==> config.mk <==
export PLATFORM = sky130hd
export DESIGN_NAME = voxel_ray_traversal_core
export DESIGN_NICKNAME = d
export VERILOG_FILES = /design/src/sv/vrt_pkg.sv /design/src/sv/voxel_ray_traversal_core.sv
export SDC_FILE = /design/constraint.sdc
export NUM_CORES = 2
export LEC_CHECK = 0
export BUFFER_PORTS_ARGS = -buffer_cell sky130_fd_sc_hd__clkbuf_2
export CAP_MARGIN = 20
export CORE_ASPECT_RATIO = 0.8
export CORE_MARGIN = 4
export CORE_UTILIZATION = 52
export DETAILED_ROUTE_END_ITERATION = 8
export GPL_TIMING_DRIVEN = 0
export HOLD_SLACK_MARGIN = 0.12
export PLACE_DENSITY_LB_ADDON = 0.25
export SKIP_LAST_GASP = 1
export SLEW_MARGIN = 20
export SYNTH_ARGS = -nofsm -noshare
export SYNTH_HDL_FRONTEND = slang
export SYNTH_SLANG_ARGS = --single-unit
export TNS_END_PERCENT = 20
==> constraint.sdc <==
create_clock -name i_clk -period 9.25 [get_ports i_clk]
set_clock_uncertainty 0.15 [all_clocks]
set_input_delay 0 -clock i_clk [delete_from_list [all_inputs] [get_ports i_clk]]
set_output_delay 0 -clock i_clk [all_outputs]
set_load 0.03 [all_outputs]
==> src/sv/vrt_pkg.sv <==
// Shared types and constants for the voxel ray traversal core.
package vrt_pkg;

    typedef enum logic [1:0] {
        S_IDLE,
        S_DIV,
        S_RESP
    } t_state;

    localparam logic       CMD_START = 1'b0;
    localparam logic       CMD_STEP  = 1'b1;

    localparam logic [1:0] STAT_PROBE  = 2'd0;
    localparam logic [1:0] STAT_HIT    = 2'd1;
    localparam logic [1:0] STAT_MISS   = 2'd2;
    localparam logic [1:0] STAT_NO_RAY = 2'd3;

    localparam logic [2:0] FACE_POS_Y = 3'd2;

    localparam int DIR_FRAC = 14;
    localparam int DIST_W   = 48;
    localparam int STEP_W   = 32;

    localparam logic [DIST_W-1:0] DIST_INF = {DIST_W{1'b1}};
    localparam logic [STEP_W-1:0] STEP_INF = {STEP_W{1'b1}};

endpackage

==> src/sv/voxel_ray_traversal_core.sv <==
// Voxel ray traversal core: fixed-point 3D DDA walk with a shared serial divider.
//
//   channel  direction  handshake                 payload
//   in       sink       i_in_valid / o_in_ready   i_cmd, i_origin_*, i_dir_*, i_max_distance,
//                                                 i_block_solid
//   out      source     o_out_valid / i_out_ready o_status, o_cell_*, o_before_*, o_face,
//                                                 o_hit_distance
//
// Step beat: accept, then result held until taken.
// Start beat: runs on one restoring divider
// (one quotient bit per cycle) shared by the six crossing divisions.
// One beat at a time: o_in_ready is low from accept until the result is taken.
// Reset is synchronous, active low; it clears the sequencer and the active-ray flag.
module voxel_ray_traversal_core #(
    parameter int COORD_BITS = 16,
    parameter int FRAC_BITS  = 16
) (
    input  logic        i_clk,
    input  logic        i_rst_n,
    input  logic        i_in_valid,
    output logic        o_in_ready,
    input  logic        i_cmd,
    input  logic [31:0] i_origin_x,
    input  logic [31:0] i_origin_y,
    input  logic [31:0] i_origin_z,
    input  logic [15:0] i_dir_x,
    input  logic [15:0] i_dir_y,
    input  logic [15:0] i_dir_z,
    input  logic [30:0] i_max_distance,
    input  logic        i_block_solid,
    output logic        o_out_valid,
    input  logic        i_out_ready,
    output logic [1:0]  o_status,
    output logic [15:0] o_cell_x,
    output logic [15:0] o_cell_y,
    output logic [15:0] o_cell_z,
    output logic [15:0] o_before_x,
    output logic [15:0] o_before_y,
    output logic [15:0] o_before_z,
    output logic [2:0]  o_face,
    output logic [30:0] o_hit_distance
);

    localparam int NUM_W = FRAC_BITS + vrt_pkg::DIR_FRAC + 1;
    localparam int CNT_W = $clog2(NUM_W + 1);
    localparam int REM_W = 17;
    localparam int DW    = vrt_pkg::DIST_W;
    localparam int SW    = vrt_pkg::STEP_W;

    vrt_pkg::t_state r_state, n_state;

    logic signed [COORD_BITS-1:0] r_cur [3];
    logic signed [COORD_BITS-1:0] r_prev [3];
    logic [DW-1:0]                r_nc [3];
    logic [SW-1:0]                r_cs [3];
    logic [2:0]                   r_neg;
    logic [2:0]                   r_dz;
    logic [FRAC_BITS:0]           r_b [3];
    logic [15:0]                  r_mag [3];
    logic [DW-1:0]                r_dist;
    logic [2:0]                   r_face;
    logic [30:0]                  r_reach;
    logic                         r_active;

    logic [2:0]       r_k;
    logic [CNT_W-1:0] r_cnt;
    logic [REM_W-1:0] r_rem;
    logic [NUM_W-1:0] r_q;

    logic [1:0]  r_o_status;
    logic [15:0] r_o_cell [3];
    logic [15:0] r_o_before [3];
    logic [2:0]  r_o_face;
    logic [30:0] r_o_dist;

    logic        in_acc;
    logic [31:0] org [3];
    logic [15:0] dir [3];

    // start-time per-axis values
    logic signed [COORD_BITS-1:0] st_cell [3];
    logic [FRAC_BITS:0]           st_b [3];
    logic [15:0]                  st_mag [3];

    // divider datapath
    logic [1:0]       dv_ax;
    logic [NUM_W-1:0] dv_num;
    logic [REM_W-1:0] dv_sh;
    logic [REM_W:0]   dv_trial;
    logic             dv_ge;
    logic [NUM_W-1:0] dv_q;

    // step datapath
    logic [1:0]                   sp_ax;
    logic [DW-1:0]                sp_t;
    logic [DW:0]                  sp_sum;
    logic [DW-1:0]                sp_nc;
    logic signed [COORD_BITS-1:0] sp_cell;
    logic                         sp_in_reach;

    assign in_acc = i_in_valid && o_in_ready;
    assign org[0] = i_origin_x;
    assign org[1] = i_origin_y;
    assign org[2] = i_origin_z;
    assign dir[0] = i_dir_x;
    assign dir[1] = i_dir_y;
    assign dir[2] = i_dir_z;

    always_comb begin
        for (int i = 0; i < 3; i++) begin
            st_cell[i] = COORD_BITS'($signed(org[i]) >>> FRAC_BITS);
            st_mag[i]  = dir[i][15] ? 16'(-dir[i]) : dir[i];
            if (dir[i][15]) begin
                st_b[i] = {1'b0, org[i][FRAC_BITS-1:0]};
            end else begin
                st_b[i] = {1'b1, {FRAC_BITS{1'b0}}} - {1'b0, org[i][FRAC_BITS-1:0]};
            end
        end
    end

    always_comb begin
        dv_ax = r_k[2:1];
        if (r_k[0]) begin
            dv_num = NUM_W'(1) << (FRAC_BITS + vrt_pkg::DIR_FRAC);
        end else begin
            dv_num = NUM_W'(r_b[dv_ax]) << vrt_pkg::DIR_FRAC;
        end
        dv_sh    = {r_rem[REM_W-2:0], r_q[NUM_W-1]};
        dv_trial = {1'b0, dv_sh} - (REM_W + 1)'(r_mag[dv_ax]);
        dv_ge    = !dv_trial[REM_W];
        dv_q     = {r_q[NUM_W-2:0], dv_ge};
    end

    always_comb begin
        priority if (r_nc[0] < r_nc[1] && r_nc[0] < r_nc[2]) begin
            sp_ax = 2'd0;
        end else if (r_nc[1] < r_nc[2]) begin
            sp_ax = 2'd1;
        end else begin
            sp_ax = 2'd2;
        end
        sp_t        = r_nc[sp_ax];
        sp_sum      = {1'b0, sp_t} + (DW + 1)'(r_cs[sp_ax]);
        sp_nc       = sp_sum[DW] ? vrt_pkg::DIST_INF : sp_sum[DW-1:0];
        sp_cell     = r_neg[sp_ax] ? r_cur[sp_ax] - 1'b1 : r_cur[sp_ax] + 1'b1;
        sp_in_reach = sp_t < DW'(r_reach);
    end

    always_comb begin
        n_state = r_state;
        unique case (r_state)
            vrt_pkg::S_IDLE: begin
                if (in_acc) begin
                    n_state = (i_cmd == vrt_pkg::CMD_START) ? vrt_pkg::S_DIV : vrt_pkg::S_RESP;
                end
            end
            vrt_pkg::S_DIV: begin
                if (r_cnt == CNT_W'(1) && r_k == 3'd5) begin
                    n_state = vrt_pkg::S_RESP;
                end
            end
            vrt_pkg::S_RESP: begin
                if (i_out_ready) begin
                    n_state = vrt_pkg::S_IDLE;
                end
            end
            default: n_state = vrt_pkg::S_IDLE;
        endcase
    end

    always_ff @(posedge i_clk) begin
        if (!i_rst_n) begin
            r_state <= vrt_pkg::S_IDLE;
        end else begin
            r_state <= n_state;
        end
    end

    always_ff @(posedge i_clk) begin
        if (!i_rst_n) begin
            r_active <= 1'b0;
        end else if (r_state == vrt_pkg::S_IDLE && in_acc) begin
            r_o_status <= vrt_pkg::STAT_NO_RAY;
            r_o_face   <= '0;
            r_o_dist   <= '0;
            for (int i = 0; i < 3; i++) begin
                r_o_cell[i]   <= '0;
                r_o_before[i] <= '0;
            end
            if (i_cmd == vrt_pkg::CMD_START) begin
                for (int i = 0; i < 3; i++) begin
                    r_cur[i]  <= st_cell[i];
                    r_prev[i] <= st_cell[i];
                    r_b[i]    <= st_b[i];
                    r_mag[i]  <= st_mag[i];
                    r_neg[i]  <= dir[i][15];
                    r_dz[i]   <= (dir[i] == 16'd0);
                end
                r_dist  <= '0;
                r_face  <= vrt_pkg::FACE_POS_Y;
                r_reach <= i_max_distance;
                r_k     <= '0;
                r_cnt   <= '0;
            end else if (r_active) begin
                if (i_block_solid) begin
                    r_active   <= 1'b0;
                    r_o_status <= vrt_pkg::STAT_HIT;
                    r_o_face   <= r_face;
                    r_o_dist   <= r_dist[30:0];
                    for (int i = 0; i < 3; i++) begin
                        r_o_cell[i]   <= 16'(r_cur[i]);
                        r_o_before[i] <= 16'(r_prev[i]);
                    end
                end else begin
                    for (int i = 0; i < 3; i++) begin
                        r_prev[i] <= r_cur[i];
                    end
                    r_cur[sp_ax] <= sp_cell;
                    r_nc[sp_ax]  <= sp_nc;
                    r_dist       <= sp_t;
                    r_face       <= {sp_ax, ~r_neg[sp_ax]};
                    if (sp_in_reach) begin
                        r_o_status <= vrt_pkg::STAT_PROBE;
                        for (int i = 0; i < 3; i++) begin
                            r_o_cell[i] <= (i == int'(sp_ax)) ? 16'(sp_cell) : 16'(r_cur[i]);
                        end
                    end else begin
                        r_active   <= 1'b0;
                        r_o_status <= vrt_pkg::STAT_MISS;
                    end
                end
            end
        end else if (r_state == vrt_pkg::S_DIV) begin
            if (r_cnt == '0) begin
                r_rem <= '0;
                r_q   <= dv_num;
                r_cnt <= CNT_W'(NUM_W);
            end else begin
                r_rem <= dv_ge ? dv_trial[REM_W-1:0] : dv_sh;
                r_q   <= dv_q;
                r_cnt <= r_cnt - 1'b1;
                if (r_cnt == CNT_W'(1)) begin
                    r_k <= r_k + 1'b1;
                    if (!r_k[0]) begin
                        r_nc[dv_ax] <= r_dz[dv_ax] ? vrt_pkg::DIST_INF : DW'(dv_q);
                    end else if (r_dz[dv_ax] || (64'(dv_q) > 64'(vrt_pkg::STEP_INF))) begin
                        r_cs[dv_ax] <= vrt_pkg::STEP_INF;
                    end else begin
                        r_cs[dv_ax] <= SW'(dv_q);
                    end
                    if (r_k == 3'd5) begin
                        if (r_reach != '0) begin
                            r_active   <= 1'b1;
                            r_o_status <= vrt_pkg::STAT_PROBE;
                            for (int i = 0; i < 3; i++) begin
                                r_o_cell[i] <= 16'(r_cur[i]);
                            end
                        end else begin
                            r_active   <= 1'b0;
                            r_o_status <= vrt_pkg::STAT_MISS;
                        end
                    end
                end
            end
        end
    end

    assign o_in_ready     = (r_state == vrt_pkg::S_IDLE);
    assign o_out_valid    = (r_state == vrt_pkg::S_RESP);
    assign o_status       = r_o_status;
    assign o_cell_x       = r_o_cell[0];
    assign o_cell_y       = r_o_cell[1];
    assign o_cell_z       = r_o_cell[2];
    assign o_before_x     = r_o_before[0];
    assign o_before_y     = r_o_before[1];
    assign o_before_z     = r_o_before[2];
    assign o_face         = r_o_face;
    assign o_hit_distance = r_o_dist;

endmodule

==> results.tsv <==
stage	metric	value	unit
logic_synthesis	asr flop ratio synth	0	
floorplanning	Initial Util	0.524	
global_route	met1 Use GR	0.438	
sta	endpoints failing hold	0	
setup_path	Worst EP arrival	9.27	ns
status	outcome	complete, no violations	
setup_path	critical path class	reg2reg	
logic_synthesis	post-synth net total	3867	
cells_and_area	commonest non-fill, non-tap cell in the layout	edfxtp_1	
placed_design	Placer Congestion	0.979	
setup_path	Critical Path Source	r_nc[0][45]	
clock_tree	Clock Latency Late Sink	0.62	ns
logic_synthesis	post-synth top area cell	edfxtp_1	
clock_tree	Reg clk slew, reported paths	0.06	ns
cells_and_area	filler instances	5347	
route	DRC viols	0	
global_route	first-pass GRT wire length	184	mm
power	PwrDens	155	nW/um^2
cells_and_area	nets	4672	
logic_synthesis	Synth area leaders	edfxtp_1 (55%), ha_1 (8.1%), nand2_1 (4.7%)	
floorplanning	Core Area	72000	um^2
global_route	GR Layer Usage met3	0.0717	
sta	Final Max Tran Viols	0	
setup_path	crit end category	register	
min_path	Hold Startpoint	i_origin_z[16]	
global_route	Global Route Usage Sum	0.314	
cells_and_area	share of cells above drive strength 1	0.132	
setup_path	worst flop-to-flop path startpoint	r_nc[0][45]	
setup_path	internal reg-to-reg setup slack	0.17	ns
sta	worst slew pin tran	1.29	ns
logic_synthesis	Synth Instances	3440	
clock_tree	Longest Clk Path Bufs	3	
clock_tree	CTS tree	built	
logic_synthesis	cell area after synthesis	37700	um^2
floorplanning	Die Width	309	um
sta	Min Clock Period, post-route	9.08	ns
logic_synthesis	number of synthesized flops with an enable pin	693	
min_path	hold worst-path end	r_prev[0][32]	
route	vias per cell	5.98	
placed_design	Port-buffer cells	313	
logic_synthesis	syn avg cell area	11.0	um^2
logic_synthesis	register area share after synthesis	0.554	
logic_synthesis	flip-flop and latch count after synthesis	698	
clock_tree	H-tree depth	3	
sta	Final Setup Violations	0	
global_route	vias in the first global route	30570	
sta	f_max	110	MHz
clock_tree	cts bufs inserted	73	
setup_path	CP max FO	10	
power	VDD IR max	0.108	mV
logic_synthesis	Synth top area share	0.552	
logic_synthesis	Cell variety after synth	93	
global_route	GRT Max-Usage Layer	met2	
sta	Final Cycle Share	0.982	
clock_tree	root buf cell	clkbuf_16	
route	drt first-iter violations	3662	
logic_synthesis	ys flop type	edfxtp_1	
sta	setup tns final	0	ns
sta	fin worst setup slack	0.165	ns
route	DR vias	31364	
setup_path	Crit path required time	9.43	ns
setup_path	worst flop-to-flop path endpoint	r_nc[2][43]	
job	Max Cap Viol	0	
floorplanning	Die ar.	76900	um^2
power	Static Leak	0.0190	uW
clock_tree	post-CTS setup buffer count	0	
route	routed wire length	123	mm
route	Post-DRT Antenna Nets	0	
global_route	GR Overflow Total	0	
route	Pre-antenna DRT Iters	6	
cells_and_area	most frequent cells in the layout	edfxtp_1 (693), nand2_1 (474), dlygate4sd3_1 (392)	
sta	RSZ-0062 raised after global routing	no	
floorplanning	I/O pin count	315	
route	wire length per cell	23.4	um
global_route	initial antenna violation count	6	
placed_design	Post-DP HPWL	86.5	mm
min_path	Min-Delay Path Depth	4	
sta	max_slew headroom	0.136	
global_route	largest net degree at the start of global routing	87	
logic_synthesis	synth warn	0	
placed_design	dpl ws	-0.0456	ns
clock_tree	clock tree sinks	698	
floorplanning	std cell rows	88	
min_path	Worst Hold Class	in2reg	
setup_path	startpoint class of the critical path	register	
global_route	M2 GR Usage	0.489	
cells_and_area	area grow syn2layout	25.7	%
setup_path	Worst R2R Path Depth	25	
floorplanning	die height	249	um
layout make-up:
cell class | count | area (um^2) | share of cell area
inverters | 189 | 717 | 0.0151
repair buffers | 731 | 5940 | 0.125
clock buffers | 83 | 1910 | 0.0402
multi-input cells | 2413 | 15600 | 0.330
plain buffers | 139 | 609 | 0.0129
diodes | 2 | 5.00 | 0.000106
clock inverters | 44 | 508 | 0.0107
well taps | 945 | 1180 | 0.0249
flip-flops and latches | 698 | 20900 | 0.441
synth_stat cells, types with 34 or more instances:
master	instances
edfxtp_1	693
nand2_1	475
nor2_1	275
ha_1	243
a21oi_1	241
inv_1	188
o21ai_0	188
and2_1	133
clkbuf_1	101
xnor2_1	84
a31oi_1	65
xor2_1	60
mux2i_1	55
nor3_1	54
a21o_1	47
or3_1	41
nor4_1	39
nand4_1	34
flip-flops by register name, indices dropped and copies added, names as in the netlist, named ones only:
name / cells
r_nc: 144
r_cs: 96
r_b: 51
r_cur: 48
r_mag: 48
r_o_before: 48
r_o_cell: 48
r_prev: 48
o_hit_distance: 31
r_dist: 31
r_q: 31
r_reach: 31
r_rem: 16
r_cnt: 5
o_face: 3
r_dz: 3
r_face: 3
r_k: 3
r_neg: 3
o_status: 2
r_state: 2
r_active: 1
critical path: stages, from the launching register on:
cell and delay [ns]:
edfxtp_1 0.52, ha_1 0.36, nand4_1 0.20, nor3_1 0.49, nand3_1 0.34, nand3b_1 0.33, o2111a_1 0.30, nand3_2 0.24
buf_2 0.34, buf_2 0.36, buf_2 0.34, buf_2 0.36, buf_1 0.60, a31oi_1 0.23, ha_1 0.42, or4_1 0.13
o211ai_1 0.08, or3b_2 0.48, a211oi_1 0.38, o31ai_1 0.13, a31oi_1 0.39, a311oi_2 0.40, a211oi_4 0.53, and4_1 0.26
nor3_1 0.05, o31a_1 0.35
where the power goes:
part           internal, uW  total, uW  switching, uW
Combinational           307        718            412
Clock                  1770       3000           1240
Sequential             3560       3600           41.9
layer usage:
metal / routed length, um / vias up
li1: - / 14205
met1: 49600 / 14987
met2: 55400 / 1833
met3: 13500 / 333
met4: 4320 / 6
met5: 36 / -
per-stage QoR:
step	power (uW)	hold WS [ns]	area (um^2)	utilization	instances
6_report	7330	0.123	47400	0.658	5244
4_1_cts	7310	0.121	47400	0.658	5243
3_3_place_gp	4190	0.0274	40500	0.562	4698
2_1_floorplan	3980	-0.0511	37700	-	3440
3_5_place_dp	4200	0.0291	41000	0.570	4724
5_1_grt	7530	0.146	47400	0.658	5242
how the worst max path moves through the flow:
| stage | endpoint | depth (start not counted) |
|---|---|---|
| finish | r_nc[2][43] | 25 |
| global route | r_nc[2][43] | 26 |
| CTS | r_nc[0][12] | 28 |
| detailed placement | r_nc[0][12] | 29 |
| global placement | r_nc[2][27] | 7 |
| floorplan | r_nc[0][0] | 7 |
cell families (layout without fill, tap and decap cells):
| family | count (synthesis) | count (layout) | share of synthesized area |
|---|---|---|---|
| simple gates | 1185 | 1185 | 0.147 |
| xor+xnor | 144 | 144 | 0.0334 |
| fa+ha+maj | 246 | 246 | 0.0822 |
| flops | 698 | 698 | 0.554 |
| mux | 78 | 78 | 0.0215 |
| compound gates | 760 | 760 | 0.127 |
| other cells | 0 | 2 | 0 |
| buf+inv | 329 | 1186 | 0.0349 |
what timing repair did:
| item | CTS | global route |
|---|---|---|
| gates resized for setup | 1 | 12 |
| pin swaps | 0 | 0 |
| hold endpoints to repair | 284 | 0 |
| hold buffers | 392 | 0 |
| setup endpoints to repair | 15 | 141 |
(Power assumes the default switching activity.)
